<file path="src/hw/rtl/crst_ram.sv">
// single write port, single read port synchronous memory, registered read data
// no dependencies
`timescale 1ns / 1ps

module crst_ram #(
  parameter int Width = 8,
  parameter int Depth = 16
) (
  input  logic                     clk_i,
  input  logic                     we_i,
  input  logic [$clog2(Depth)-1:0] waddr_i,
  input  logic [Width-1:0]         wdata_i,
  input  logic                     re_i,
  input  logic [$clog2(Depth)-1:0] raddr_i,
  output logic [Width-1:0]         rdata_o
);

  logic [Width-1:0] mem [Depth];

  always_ff @(posedge clk_i) begin
    if (we_i) begin
      mem[waddr_i] <= wdata_i;
    end
  end

  always_ff @(posedge clk_i) begin
    if (re_i) begin
      rdata_o <= mem[raddr_i];
    end
  end

endmodule

</file>
<file path="config.mk">
export PLATFORM = sky130hd
export DESIGN_NAME = crst_ram
export DESIGN_NICKNAME = d
export VERILOG_FILES = /design/src/hw/rtl/crst_ram.sv
export SDC_FILE = /design/constraint.sdc
export NUM_CORES = 1
export LEC_CHECK = 0
export BUFFER_PORTS_ARGS = -buffer_cell sky130_fd_sc_hd__buf_4
export CORE_UTILIZATION = 35
export CTS_CLUSTER_SIZE = 12
export DETAILED_ROUTE_END_ITERATION = 10
export GPL_ROUTABILITY_DRIVEN = 0
export HOLD_SLACK_MARGIN = 0.1
export PLACE_DENSITY_LB_ADDON = 0.3
export SYNTH_ARGS = -nofsm -noshare
export SYNTH_HDL_FRONTEND = slang
export SYNTH_SLANG_ARGS = --single-unit
</file>
<file path="constraint.sdc">
create_clock -name clk_i -period 3.6 [get_ports clk_i]
set_input_delay 0.72 -clock clk_i [delete_from_list [all_inputs] [get_ports clk_i]]
set_output_delay 0.72 -clock clk_i [all_outputs]
set_load 0.005 [all_outputs]
</file>
### Yosys cells after proc, flatten, opt, wreduce, memory -nomap -nowiden

Memories as Yosys holds them, arrays and structs flattened. A register that Yosys moved wholly into a read port is not among the register bits.
Index checks and enable logic that the tools add are counted.

| operators by class | value |
|---|---|
| multiplexer cells | 2 |

Operator list:

| cell | count |
|---|---|
| 2-to-1 mux 1 bit | 2 |

| word-level totals | value |
|---|---|
| register bits after elaboration | 0 |
| memory bits (writable) | 128 |
| output and inout port bits | 8 |
| logic and storage cells | 3 |
| memories | 1 |

Memory list:

| name | depth | bits a word | rd ports | clocked after memory_dff | write ports | RTL line | text |
|---|---|---|---|---|---|---|---|
| mem | 16 | 8 | 1 | 1 | 1 | 18 | `logic [Width-1:0] mem [Depth];` |

### Longest topological paths before layout

| depth | value |
|---|---|
| word-level depth | 2 |
| depth in mapped cells | 5 |
| mapped depth without buffers | 3 |

### Worst setup path after synthesis

OpenSTA, ideal clock, no wires.

| timing path | value |
|---|---|
| kind | input-to-reg |
| from | in waddr_i[2] |
| to | mem mem[0][0] (enable) |
| setup time | 0.383 ns |
| arrival time | 1.830 ns |
| slack | 1.387 ns |
| stages | 2 |
| path through | or3b_2 -> nor3_1 |

RTL lines:

| what | RTL line | text |
|---|---|---|
| start, declared | 11 | `input logic [$clog2(Depth)-1:0] waddr_i,` |
| end, declared | 18 |  |

Straight into the memory's write port.

==> flow_metrics.env <==
export IMPL_ant_nets=0
export IMPL_outcome="completed"
export IMPL_io_buffers=26
export IMPL_rr_startpoint="mem[2][5]"
export IMPL_power_density_nw_per_um2=599
export IMPL_period_minus_slack_ns=2.06
export IMPL_min_path_type="in -> reg"
export IMPL_crit_arrival_ns=2.20
export IMPL_avgSynthCellArea_um2=22.8
export IMPL_required_ns=3.74
export IMPL_fp_coreArea_um2=14500
export IMPL_hold_viol_final=0
export IMPL_setup_tns_final_ns=0
export IMPL_crit_end="rdata_o[5]"
export IMPL_fmax_ghz=0.485
export IMPL_whs_path_depth=1
export IMPL_ctsResizeCount=0
export IMPL_diodes=0
export IMPL_drc=0
export IMPL_r2r_slack_ns=2.13
export IMPL_register_area_um2=4080
export IMPL_die_width_um=124
export IMPL_nNetsFinal=287
export IMPL_worstMarginPinSlew_ns=0.962
export IMPL_cts_hold_buffers=0
export IMPL_ctsLongestPathBuffers=2
export IMPL_track_usage_pct=13.7
export IMPL_antenna_found_initial=0
export IMPL_p_leak_nw=2.04
export IMPL_worstPathMaxFanout=32
export IMPL_ys_ff_latch=136
export IMPL_ir_drop_uv=302
export IMPL_worstSetupEndpointType="flip-flop"
export IMPL_period_share_pct=57.3
export IMPL_grt_pass1_wl_mm=15.2
export IMPL_synth_warning_count=0
export IMPL_rsz0062_at_grt="no"
export IMPL_drv_slew=0
export IMPL_synth_nets=248
export IMPL_crit_type="in -> reg"
export IMPL_die_h_um=124
export IMPL_fin_hold_ws_ns=0.615
export IMPL_syn_area_um2=5230
export IMPL_grt_max_degree=33
export IMPL_dpl_hpwl_mm=6.25
export IMPL_initial_core_util_pct=36.0
export IMPL_grt_overflow=0
export IMPL_clk_latency_ns=0.41
export IMPL_cts_buffers=17
export IMPL_wl_per_cell_um=21.2
export IMPL_area_growth_pct=18.4
export IMPL_post_cts_buffers=0
export IMPL_placementRows=44
export IMPL_fillers=1272
export IMPL_first_pass_iters=4
export IMPL_synth_seq_area_share_pct=78.1
export IMPL_cts_tree="yes"
export IMPL_clockRootBuffer="clkbuf_16"
export IMPL_vias=2419
export IMPL_grt_pass1_vias=2596
export IMPL_wirelength_mm=9.84
export IMPL_reg2reg_depth=3
export IMPL_reg2reg_to="rdata_o[5]"
export IMPL_io_pin_count=27
export IMPL_drt_iter0_drc=143
export IMPL_multiInputGateArea_um2=1060
export IMPL_cp_start_kind="input pin"
export IMPL_maxCapViolCount=0
export IMPL_cts_htree_levels=4
export IMPL_synth_ff_type="edfxtp_1"
export IMPL_cts_sinks=136
export IMPL_synth_edf_count=136
export IMPL_slew_limit_headroom_pct=35.6
export IMPL_synthArstFlopShare_pct=0
export IMPL_layout_drive_gt1_share_pct=26.8
export IMPL_critPathLaunch="raddr_i[0]"
export IMPL_fin_skew_ns=0.00675
export IMPL_setup_violations=0
export IMPL_ys_types=18
export IMPL_vias_per_cell=5.21
export IMPL_syn_inst=229
export IMPL_clk_pin_slew_ns=0.06
export IMPL_die_area_um2=15400
==> where the power goes <==
part | switching (mW) | leakage, nW | internal (mW) | total (mW)
Combinational | 0.0896 | 0.516 | 0.0715 | 0.161
Clock | 0.608 | 0.288 | 1.14 | 1.75
Sequential | 0.00954 | 1.24 | 1.79 | 1.79
==> flip-flops by register name (all words and copies together) (netlist names) <==
register  cells
mem         128
rdata_o       8
==> cell usage after synthesis, types with 2 or more instances <==
library cell / number / area share (%)
nand2b_1: 2 / 0.24
buf_6: 3 / 0.65
nand2_1: 9 / 0.65
nor3_1: 4 / 0.38
edfxtp_1: 136 / 78
a22oi_1: 16 / 2.3
nand3b_1: 2 / 0.29
buf_2: 3 / 0.29
mux4_1: 14 / 7.0
mux4_2: 18 / 7.8
nor2_1: 13 / 0.93
clkdlybuf4s25_2: 3 / 0.57
==> cell usage in the layout (no fill, tap or decap), types with 4 or more instances in the layout <==
cell type and instances:
clkbuf_16 17, clkinv_2 4, bufinv_16 4, buf_4 30, nor2_1 13, mux4_2 18
nand2_1 9, a22oi_1 16, edfxtp_1 136, nor3_1 4, mux4_1 14
==> metrics by stage <==
stage | worst slack (ns) | std cells | utilization (%) | total power [mW] | instance area (um^2)
2_1_floorplan | 1.39 | 229 | - | 1.91 | 5230
3_3_place_gp | 1.07 | 433 | 38.5 | 1.99 | 5600
3_5_place_dp | 1.08 | 433 | 38.5 | 1.99 | 5600
4_1_cts | 1.50 | 464 | 42.6 | 3.73 | 6190
5_1_grt | 1.42 | 464 | 42.6 | 3.80 | 6190
6_report | 1.54 | 464 | 42.6 | 3.71 | 6190
==> worst min path at each step <==
stage	startpoint	end	slack (ns)
3_3_place_gp	mem[11][1]	rdata_o[1]	0.73
4_1_cts	re_i	rdata_o[3]	0.61
3_5_place_dp	mem[15][1]	rdata_o[1]	0.75
5_1_grt	re_i	rdata_o[3]	0.61
6_report	re_i	rdata_o[3]	0.61
2_1_floorplan	mem[7][0]	rdata_o[0]	0.70
==> worst max-delay path, cell delays in order <==
cell,delay [ns]
buf_4,0.49
mux4_1,0.64
a22oi_1,0.22
nand2_1,0.12
==> final cells by class <==
cell class / count / area share (%)
well taps: 184 / 3.72
flip-flops and latches: 136 / 66.0
clock inverters: 11 / 2.51
repair buffers: 30 / 3.64
multi-input cells: 83 / 17.1
clock buffers: 20 / 7.06
==> kinds of logic (layout without fill, tap and decap cells) <==
family / Yosys count / count (layout) / synth area share [%]
flip-flops: 136 / 136 / 78.1
AND/OR/NAND/NOR: 35 / 35 / 3.14
AO/OA/AOI/OAI: 16 / 16 / 2.30
multiplexers: 32 / 32 / 14.8
buffers and inverters: 10 / 61 / 1.65
==> layer usage <==
layer / up-vias / track usage [%] / part of all wire, %
met3: 11 / 4.53 / 6.7
li1: 1057 / - / -
met1: 1263 / 19.0 / 45
met4: 0 / 4.46 / 1.2
met2: 88 / 20.4 / 47
met5: - / 0 / 0
Power figures use the tool's default switching activity.
